`src/hdl/csv_byte_tokenizer_defines.svh`:
```
// Assertion macros shared by the CSV tokenizer RTL.
`ifndef CSV_BYTE_TOKENIZER_DEFINES_SVH
`define CSV_BYTE_TOKENIZER_DEFINES_SVH

`ifndef ASSERT_OFF
// Check a property on every rising edge outside reset.
`define CBT_ASSERT(lbl, clk, rst_n, prop) \
    lbl: assert property (@(posedge clk) disable iff (!rst_n) prop) \
        else $error("csv tokenizer check failed");
// Check a property on every rising edge once the reset edge has passed.
`define CBT_ASSERT_POST_RST(lbl, clk, rst_n, prop) \
    lbl: assert property (@(posedge clk) disable iff (!rst_n) $past(rst_n) |-> (prop)) \
        else $error("csv tokenizer state check failed");
`else
`define CBT_ASSERT(lbl, clk, rst_n, prop)
`define CBT_ASSERT_POST_RST(lbl, clk, rst_n, prop)
`endif

`endif

```
`src/hdl/cbt_pkg.sv`:
```
// Package: types, codes and limits of the CSV byte tokenizer.
`timescale 1ns / 1ps

package cbt_pkg;

    localparam int unsigned FIELD_W = 8;
    localparam int unsigned RECORD_W = 16;

    localparam logic [FIELD_W-1:0] FIELD_COUNT_MAX = 8'd255;
    localparam logic [RECORD_W-1:0] RECORD_COUNT_MAX = 16'd65535;

    localparam logic [7:0] CH_QUOTE = 8'h22;
    localparam logic [7:0] CH_LF = 8'h0A;
    localparam logic [7:0] CH_CR = 8'h0D;

    localparam logic [7:0] SEPARATOR_RESET = 8'd44;

    // Configuration register indexes
    typedef enum logic [0:0] {
        REG_SEPARATOR  = 1'b0,
        REG_HAS_HEADER = 1'b1
    } t_reg_index;

    // Input kind
    typedef enum logic [0:0] {
        KIND_DATA = 1'b0,
        KIND_EOS  = 1'b1
    } t_kind;

    // Result action codes
    typedef enum logic [2:0] {
        ACT_NONE   = 3'd0,
        ACT_DATA   = 3'd1,
        ACT_FIELD  = 3'd2,
        ACT_RECORD = 3'd3,
        ACT_ERROR  = 3'd4
    } t_action;

    // Tokenizer state carried from word to word
    typedef struct packed {
        logic                in_quotes;
        logic                quote_pending;
        logic                after_line_break;
        logic                need_separator;
        logic                field_nonempty;
        logic [FIELD_W-1:0]  field_counter;
        logic [RECORD_W-1:0] record_counter;
    } t_state;

    // One result word
    typedef struct packed {
        t_action             action;
        logic [7:0]          out_byte;
        logic [FIELD_W-1:0]  field_index;
        logic [RECORD_W-1:0] record_index;
        logic                is_header;
    } t_result;

endpackage

```
`src/hdl/cbt_step.sv`:
```
// Next-state and result logic of the tokenizer for one input word.
`timescale 1ns / 1ps

module cbt_step (
    input  cbt_pkg::t_state  i_state,
    input  cbt_pkg::t_kind   i_kind,
    input  logic [7:0]       i_byte,
    input  logic [7:0]       i_separator,
    input  logic             i_has_header,
    output cbt_pkg::t_state  o_state,
    output cbt_pkg::t_result o_result
);
    import cbt_pkg::*;

    logic   quote_close;
    logic   is_break;
    logic   is_quote;
    logic   eos_close;
    t_state s_mid;
    t_state s_rec;
    logic   rec_header;

    // Record-close variant of the state and header flag
    always_comb begin
        rec_header = i_has_header && (i_state.record_counter == '0);
        s_rec = i_state;
        s_rec.field_nonempty = 1'b0;
        s_rec.after_line_break = 1'b1;
        s_rec.field_counter = '0;
        if (i_state.record_counter < RECORD_COUNT_MAX) begin
            s_rec.record_counter = i_state.record_counter + 16'd1;
        end
    end

    always_comb begin
        is_quote = (i_byte == CH_QUOTE);
        is_break = (i_byte == CH_LF) || (i_byte == CH_CR);
        quote_close = i_state.in_quotes && i_state.quote_pending && !is_quote;
        eos_close = !i_state.after_line_break &&
                    ((i_state.record_counter != '0) || i_state.field_nonempty);

        // Leave the quoted area when a pending quote is not doubled
        s_mid = i_state;
        if (quote_close) begin
            s_mid.in_quotes = 1'b0;
            s_mid.quote_pending = 1'b0;
            s_mid.need_separator = 1'b1;
        end

        o_state = s_mid;
        o_result.action = ACT_NONE;
        o_result.out_byte = '0;
        o_result.field_index = i_state.field_counter;
        o_result.record_index = i_state.record_counter;
        o_result.is_header = 1'b0;

        if (i_kind == KIND_EOS) begin
            // Close a trailing record, then drop quoting state
            if (eos_close) begin
                o_state = s_rec;
                o_result.action = ACT_RECORD;
                o_result.is_header = rec_header;
            end else begin
                o_state = i_state;
            end
            o_state.in_quotes = 1'b0;
            o_state.quote_pending = 1'b0;
            o_state.need_separator = 1'b0;
        end else if (s_mid.in_quotes) begin
            // Inside quotes: hold a quote as pending, append anything else
            if (is_quote && !s_mid.quote_pending) begin
                o_state.quote_pending = 1'b1;
            end else begin
                o_state.quote_pending = 1'b0;
                o_state.field_nonempty = 1'b1;
                o_result.action = ACT_DATA;
                o_result.out_byte = i_byte;
            end
        end else begin
            if (!is_break) begin
                o_state.after_line_break = 1'b0;
            end
            if (is_quote) begin
                if (s_mid.need_separator) begin
                    o_result.action = ACT_ERROR;
                end else begin
                    o_state.in_quotes = 1'b1;
                    o_state.quote_pending = 1'b0;
                end
            end else if (i_byte == i_separator) begin
                o_result.action = ACT_FIELD;
                if (s_mid.field_counter < FIELD_COUNT_MAX) begin
                    o_state.field_counter = s_mid.field_counter + 8'd1;
                end
                o_state.field_nonempty = 1'b0;
                o_state.need_separator = 1'b0;
            end else if (is_break) begin
                // Only the first of a run of line breaks closes a record
                if (!s_mid.after_line_break) begin
                    o_state = s_rec;
                    o_state.in_quotes = s_mid.in_quotes;
                    o_state.quote_pending = s_mid.quote_pending;
                    o_result.action = ACT_RECORD;
                    o_result.is_header = rec_header;
                end
                o_state.need_separator = 1'b0;
            end else if (s_mid.need_separator) begin
                o_result.action = ACT_ERROR;
            end else begin
                o_state.field_nonempty = 1'b1;
                o_result.action = ACT_DATA;
                o_result.out_byte = i_byte;
            end
        end
    end

endmodule

```
`src/hdl/csv_byte_tokenizer.sv`:
```
// Top level of the CSV byte tokenizer: registers, handshakes and checks.
//
// channel  | side   | ports            | payload
// ---------+--------+------------------+---------------------------------------------------
// input    | slave  | *_s_axis_*       | tuser: kind; tdata: data_byte
// result   | master | *_m_axis_*       | tuser: action, is_header; tdata: byte, field, record
// config   | write  | *_cfg_*          | i_cfg_index, i_cfg_data
//
// One word in, one result out; a new word is taken in every cycle while the
// result side keeps up. Each word passes through the input register, then the
// result register fed by the tokenizer step logic, which also updates state.
// A stall on the result side backs up through the input register only.
// Synchronous active-low reset clears state and valid flags and resets configuration.
`timescale 1ns / 1ps
`include "csv_byte_tokenizer_defines.svh"

module csv_byte_tokenizer (
    input  logic        i_clk,
    input  logic        i_rst_n,
    // input words
    input  logic        i_s_axis_tvalid,
    output logic        o_s_axis_tready,
    input  logic [7:0]  i_s_axis_tdata,   // [7:0] data_byte
    input  logic [0:0]  i_s_axis_tuser,   // [0] kind
    // result words
    output logic        o_m_axis_tvalid,
    input  logic        i_m_axis_tready,
    output logic [31:0] o_m_axis_tdata,   // [7:0] out_byte, [15:8] field_index,
                                          // [31:16] record_index
    output logic [3:0]  o_m_axis_tuser,   // [2:0] action, [3] is_header
    // configuration writes
    input  logic        i_cfg_valid,
    output logic        o_cfg_ready,
    input  cbt_pkg::t_reg_index i_cfg_index,
    input  logic [7:0]  i_cfg_data
);
    import cbt_pkg::*;

    logic       r_in_valid;
    t_kind      r_in_kind;
    logic [7:0] r_in_byte;
    logic       r_out_valid;
    t_result    r_out;
    t_state     r_state;
    logic [7:0] r_separator;
    logic       r_has_header;

    t_state     n_state;
    t_result    n_out;
    logic       adv;
    logic       in_acc;

    // Advance when the result register is free or being emptied
    assign adv = r_in_valid && (!r_out_valid || i_m_axis_tready);
    assign o_s_axis_tready = !r_in_valid || adv;
    assign in_acc = i_s_axis_tvalid && o_s_axis_tready;
    assign o_cfg_ready = 1'b1;

    cbt_step u_step (
        .i_state      (r_state),
        .i_kind       (r_in_kind),
        .i_byte       (r_in_byte),
        .i_separator  (r_separator),
        .i_has_header (r_has_header),
        .o_state      (n_state),
        .o_result     (n_out)
    );

    // Control state, tokenizer state and configuration
    always_ff @(posedge i_clk) begin
        if (!i_rst_n) begin
            r_in_valid <= 1'b0;
            r_out_valid <= 1'b0;
            r_state <= '0;
            r_separator <= SEPARATOR_RESET;
            r_has_header <= 1'b0;
        end else begin
            if (in_acc) begin
                r_in_valid <= 1'b1;
            end else if (adv) begin
                r_in_valid <= 1'b0;
            end
            if (adv) begin
                r_out_valid <= 1'b1;
                r_state <= n_state;
            end else if (i_m_axis_tready) begin
                r_out_valid <= 1'b0;
            end
            if (i_cfg_valid) begin
                unique case (i_cfg_index)
                    REG_SEPARATOR:  r_separator <= i_cfg_data;
                    REG_HAS_HEADER: r_has_header <= i_cfg_data[0];
                    default:        r_separator <= r_separator;
                endcase
            end
        end
    end

    // Payload registers
    always_ff @(posedge i_clk) begin
        if (in_acc) begin
            r_in_kind <= t_kind'(i_s_axis_tuser[0]);
            r_in_byte <= i_s_axis_tdata;
        end
        if (adv) begin
            r_out <= n_out;
        end
    end

    assign o_m_axis_tvalid = r_out_valid;
    assign o_m_axis_tdata = {r_out.record_index, r_out.field_index, r_out.out_byte};
    assign o_m_axis_tuser = {r_out.is_header, r_out.action};

    // Checks
    `CBT_ASSERT(a_byte_only_on_data, i_clk, i_rst_n,
        r_out_valid |-> ((r_out.action == ACT_DATA) || (r_out.out_byte == 8'd0)))
    `CBT_ASSERT(a_header_only_on_record, i_clk, i_rst_n,
        (r_out_valid && r_out.is_header) |-> (r_out.action == ACT_RECORD))
    `CBT_ASSERT(a_record_count_monotonic, i_clk, i_rst_n,
        adv |=> (r_state.record_counter >= $past(r_state.record_counter)))
    `CBT_ASSERT_POST_RST(a_quote_flags_consistent, i_clk, i_rst_n,
        !(r_state.in_quotes && r_state.need_separator) &&
        (!r_state.quote_pending || r_state.in_quotes))

endmodule

```
`config.mk`:
```
export PLATFORM = sky130hd
export DESIGN_NAME = csv_byte_tokenizer
export DESIGN_NICKNAME = d
export VERILOG_FILES = /design/src/hdl/cbt_pkg.sv /design/src/hdl/cbt_step.sv /design/src/hdl/csv_byte_tokenizer.sv
export VERILOG_INCLUDE_DIRS = /design/src /design/src/hdl
export SDC_FILE = /design/constraint.sdc
export NUM_CORES = 1
export LEC_CHECK = 0
export BUFFER_PORTS_ARGS = -buffer_cell sky130_fd_sc_hd__buf_2
export CAP_MARGIN = 0
export CELL_PAD_IN_SITES_DETAIL_PLACEMENT = 1
export CELL_PAD_IN_SITES_GLOBAL_PLACEMENT = 2
export CORE_MARGIN = 2
export CORE_UTILIZATION = 39
export DETAILED_ROUTE_END_ITERATION = 12
export PLACE_DENSITY = 0.82
export REMOVE_ABC_BUFFERS = 1
export SLEW_MARGIN = 20
export SYNTH_ARGS = -nofsm -noshare
export SYNTH_HDL_FRONTEND = slang
export SYNTH_SLANG_ARGS = --single-unit
export TNS_END_PERCENT = 1
```
`constraint.sdc`:
```
create_clock -name i_clk -period 4.3 [get_ports i_clk]
set_input_delay 0.86 -clock i_clk [delete_from_list [all_inputs] [get_ports i_clk]]
set_output_delay 0.86 -clock i_clk [all_outputs]
set_load 0.05 [all_outputs]
```
==> results.sh <==
export IMPL_critPathLaunch="r_state[0]"
export IMPL_nets=448
export IMPL_io_pins=62
export IMPL_yosysTopAreaCell="edfxtp_1"
export IMPL_yosys_warnings=0
export IMPL_diodes=0
export IMPL_placed_cell_area_mm2=0.00427
export IMPL_multiInputGateArea_mm2=0.00160
export IMPL_row_count=36
export IMPL_r2r_end="r_state[9]"
export IMPL_die_area_mm2=0.0108
export IMPL_maxCapViolations=0
export IMPL_synth_top_cell_area_share=0.347
export IMPL_dpl_worst_slack_ns=1.38
export IMPL_grt_max_degree=40
export IMPL_grt_overflow_total=0
export IMPL_wl_per_cell_um=16.6
export IMPL_worst_setup_path_end_kind="flip-flop"
export IMPL_synth_edf_count=45
export IMPL_syn_area_mm2=0.00389
export IMPL_peakVddDrop_mv=0.151
export IMPL_cts_root_buf="clkbuf_8"
export IMPL_fmax_mhz=377
export IMPL_seq_area_mm2=0.00215
export IMPL_start_util=0.400
export IMPL_drive_gt1_frac=0.218
export IMPL_required_ns=4.54
export IMPL_fin_crit_ns=2.65
export IMPL_clock_path_buffers=2
export IMPL_ctsHoldBuffers=0
export IMPL_worst_endpoint_arrival_ns=2.90
export IMPL_antenna_left=0
export IMPL_worst_pin_slew_ns=1.09
export IMPL_drt_iter0_markers=108
export IMPL_drc=0
export IMPL_p_leak_nw=1.68
export IMPL_first_global_vias=3015
export IMPL_grt_antenna_before_repair=0
export IMPL_fin_skew_ns=0.00848
export IMPL_ys_flop_type="edfxtp_1"
export IMPL_start_kind="flip-flop"
export IMPL_setup_worst_path_end="r_state[9]"
export IMPL_cts_sinks=85
export IMPL_p_per_area_mw_per_mm2=364
export IMPL_setup_ws_ns=1.65
export IMPL_core_mm2=0.00973
export IMPL_tritoncts="done"
export IMPL_drt_total_wl_um=9290
export IMPL_grt_use_total=0.178
export IMPL_finalHoldViolations=0
export IMPL_syn_inst=366
export IMPL_cts_made_buffers=9
export IMPL_reg2regPathDepth=8
export IMPL_synth_seq_cells=85
export IMPL_dp_hpwl_um=6490
export IMPL_viasPerCell=5.35
export IMPL_setup_viol=0
export IMPL_r2r_slack_ns=1.65
export IMPL_path_max_fanout=19
export IMPL_area_growth_pct=14.7
export IMPL_grt_pass1_wl_um=15400
export IMPL_clk_latency_ns=0.36
export IMPL_vias=2998
export IMPL_finalCritPeriodShare=0.617
export IMPL_grt_setup_unrepaired="false"
export IMPL_die_height_um=104
export IMPL_ys_seq_area_frac=0.553
export IMPL_yosys_cell_types_count=65
export IMPL_synthArstFlopShare=0
export IMPL_nFillCells=1138
export IMPL_status="finished, final reports clean"
export IMPL_cts_repair_resized=0
export IMPL_r2r_start="r_state[0]"
export IMPL_synthTopCellsByArea="edfxtp_1 35%, dfxtp_1 21%, nand2_1 4.7%"
export IMPL_avgSynthCellArea_um2=10.6
export IMPL_final_cell_area_mm2=0.00446
export IMPL_hold_class="flip-flop to flip-flop"
export IMPL_fp_dieW_um=104
export IMPL_h_tree_depth=3
export IMPL_criticalPathCategory="flip-flop to flip-flop"
export IMPL_slew_headroom=0.270
export IMPL_dr_pass1_iters=5
export IMPL_fin_hold_ws_ns=0.483
export IMPL_port_buffers=60
export IMPL_fin_setup_tns_ns=0
export IMPL_post_cts_buffers=0
export IMPL_place_gp_congestion=0.804
export IMPL_maxSlewViolCount=0
export IMPL_clk_pin_slew_ns=0.08
export IMPL_power_total_mw=1.63
==> kinds of logic after synthesis <==
group / Yosys count / share of synthesized area
AO/OA/AOI/OAI: 77 / 0.143
XOR/XNOR: 9 / 0.0203
adder cells (fa/ha/maj): 3 / 0.00965
buffers and inverters: 26 / 0.0351
flip-flops: 85 / 0.553
multiplexers: 5 / 0.0129
other: 1 / 0.000964
AND/OR/NAND/NOR: 160 / 0.225
==> placed cells by master, fill, tap and decap left out, types with 6 or more instances in the layout <==
| cell | count |
|---|---|
| nand3_1 | 21 |
| and2_1 | 12 |
| dfxtp_1 | 40 |
| nor2_1 | 16 |
| edfxtp_1 | 45 |
| inv_1 | 9 |
| a31oi_1 | 7 |
| a21oi_1 | 23 |
| nand2_1 | 49 |
| a41o_1 | 8 |
| or4_1 | 6 |
| nand2b_1 | 10 |
| o21ai_0 | 7 |
| buf_2 | 60 |
| o31ai_1 | 8 |
| clkbuf_8 | 10 |
| xnor2_1 | 8 |
==> where the power goes <==
| group | switching, mW | internal, mW | total [mW] |
|---|---|---|---|
| Combinational | 0.120 | 0.0431 | 0.163 |
| Sequential | 0.0187 | 0.882 | 0.900 |
| Clock | 0.276 | 0.286 | 0.562 |
| Total | 0.414 | 1.21 | 1.63 |
==> cell type report <==
cell class	instances	share of cell area
Tap cell	133	0.0373
Timing Repair Buffer	62	0.0707
Clock inverter	3	0.00981
Multi-Input combinational cell	255	0.359
Inverter	9	0.00757
Sequential cell	85	0.482
Clock buffer	13	0.0334
==> stage by stage <==
step	cells	util
after detailed placement	544	0.439
final	560	0.459
after global routing	560	0.459
after global placement	544	0.439
after floorplan	349	-
after CTS	560	0.459
==> synth_stat cells, types with 4 or more instances <==
cell type   n
or2_2       4
a41o_1      8
a21oi_1    23
nand2_1    49
mux2i_1     5
a31oi_1     7
nor2_1     16
dfxtp_1    40
edfxtp_1   45
and2_1     12
clkbuf_1   10
xnor2_1     8
nand2b_1   10
o21ai_0     7
nor3_1      5
nor4_1      5
nand4_1     5
nand3_1    21
o31ai_1     8
buf_6       4
or4_1       6
inv_1       9
==> worst min path at each step <==
stage | to | start | slack, ns | cells after the start
global route | r_separator[2] | r_separator[2] | 0.51 | 2
floorplan | r_has_header | r_has_header | 0.43 | 2
CTS | r_separator[6] | r_separator[6] | 0.48 | 2
global placement | r_separator[0] | r_separator[0] | 0.47 | 2
detailed placement | r_separator[6] | r_separator[6] | 0.47 | 2
finish | r_separator[0] | r_separator[0] | 0.48 | 2
==> worst max-delay path, cell delays in order, from the launching register on <==
cell and delay [ns]:
dfxtp_1 0.37, inv_1 0.09, ha_1 0.16, nor4b_1 0.43, nand4_1 0.27, nand3_1 0.25, o22a_1 0.56, o311ai_0 0.28
o41ai_1 0.12
==> metal layers <==
metal  global-route usage  wire length [µm]
met1                0.233              4420
met2                0.293              4390
met3               0.0307               329
met4               0.0743               146
met5                    0                 0
==> flip-flops by register name, indices dropped and copies added (netlist names) <==
| name | cells |
|---|---|
| o_m_axis_tdata | 32 |
| r_state | 29 |
| r_in_byte | 8 |
| r_separator | 8 |
| o_m_axis_tuser | 4 |
| o_m_axis_tvalid | 1 |
| r_has_header | 1 |
| r_in_kind | 1 |
| r_in_valid | 1 |
Power figures use the tool's default switching activity.
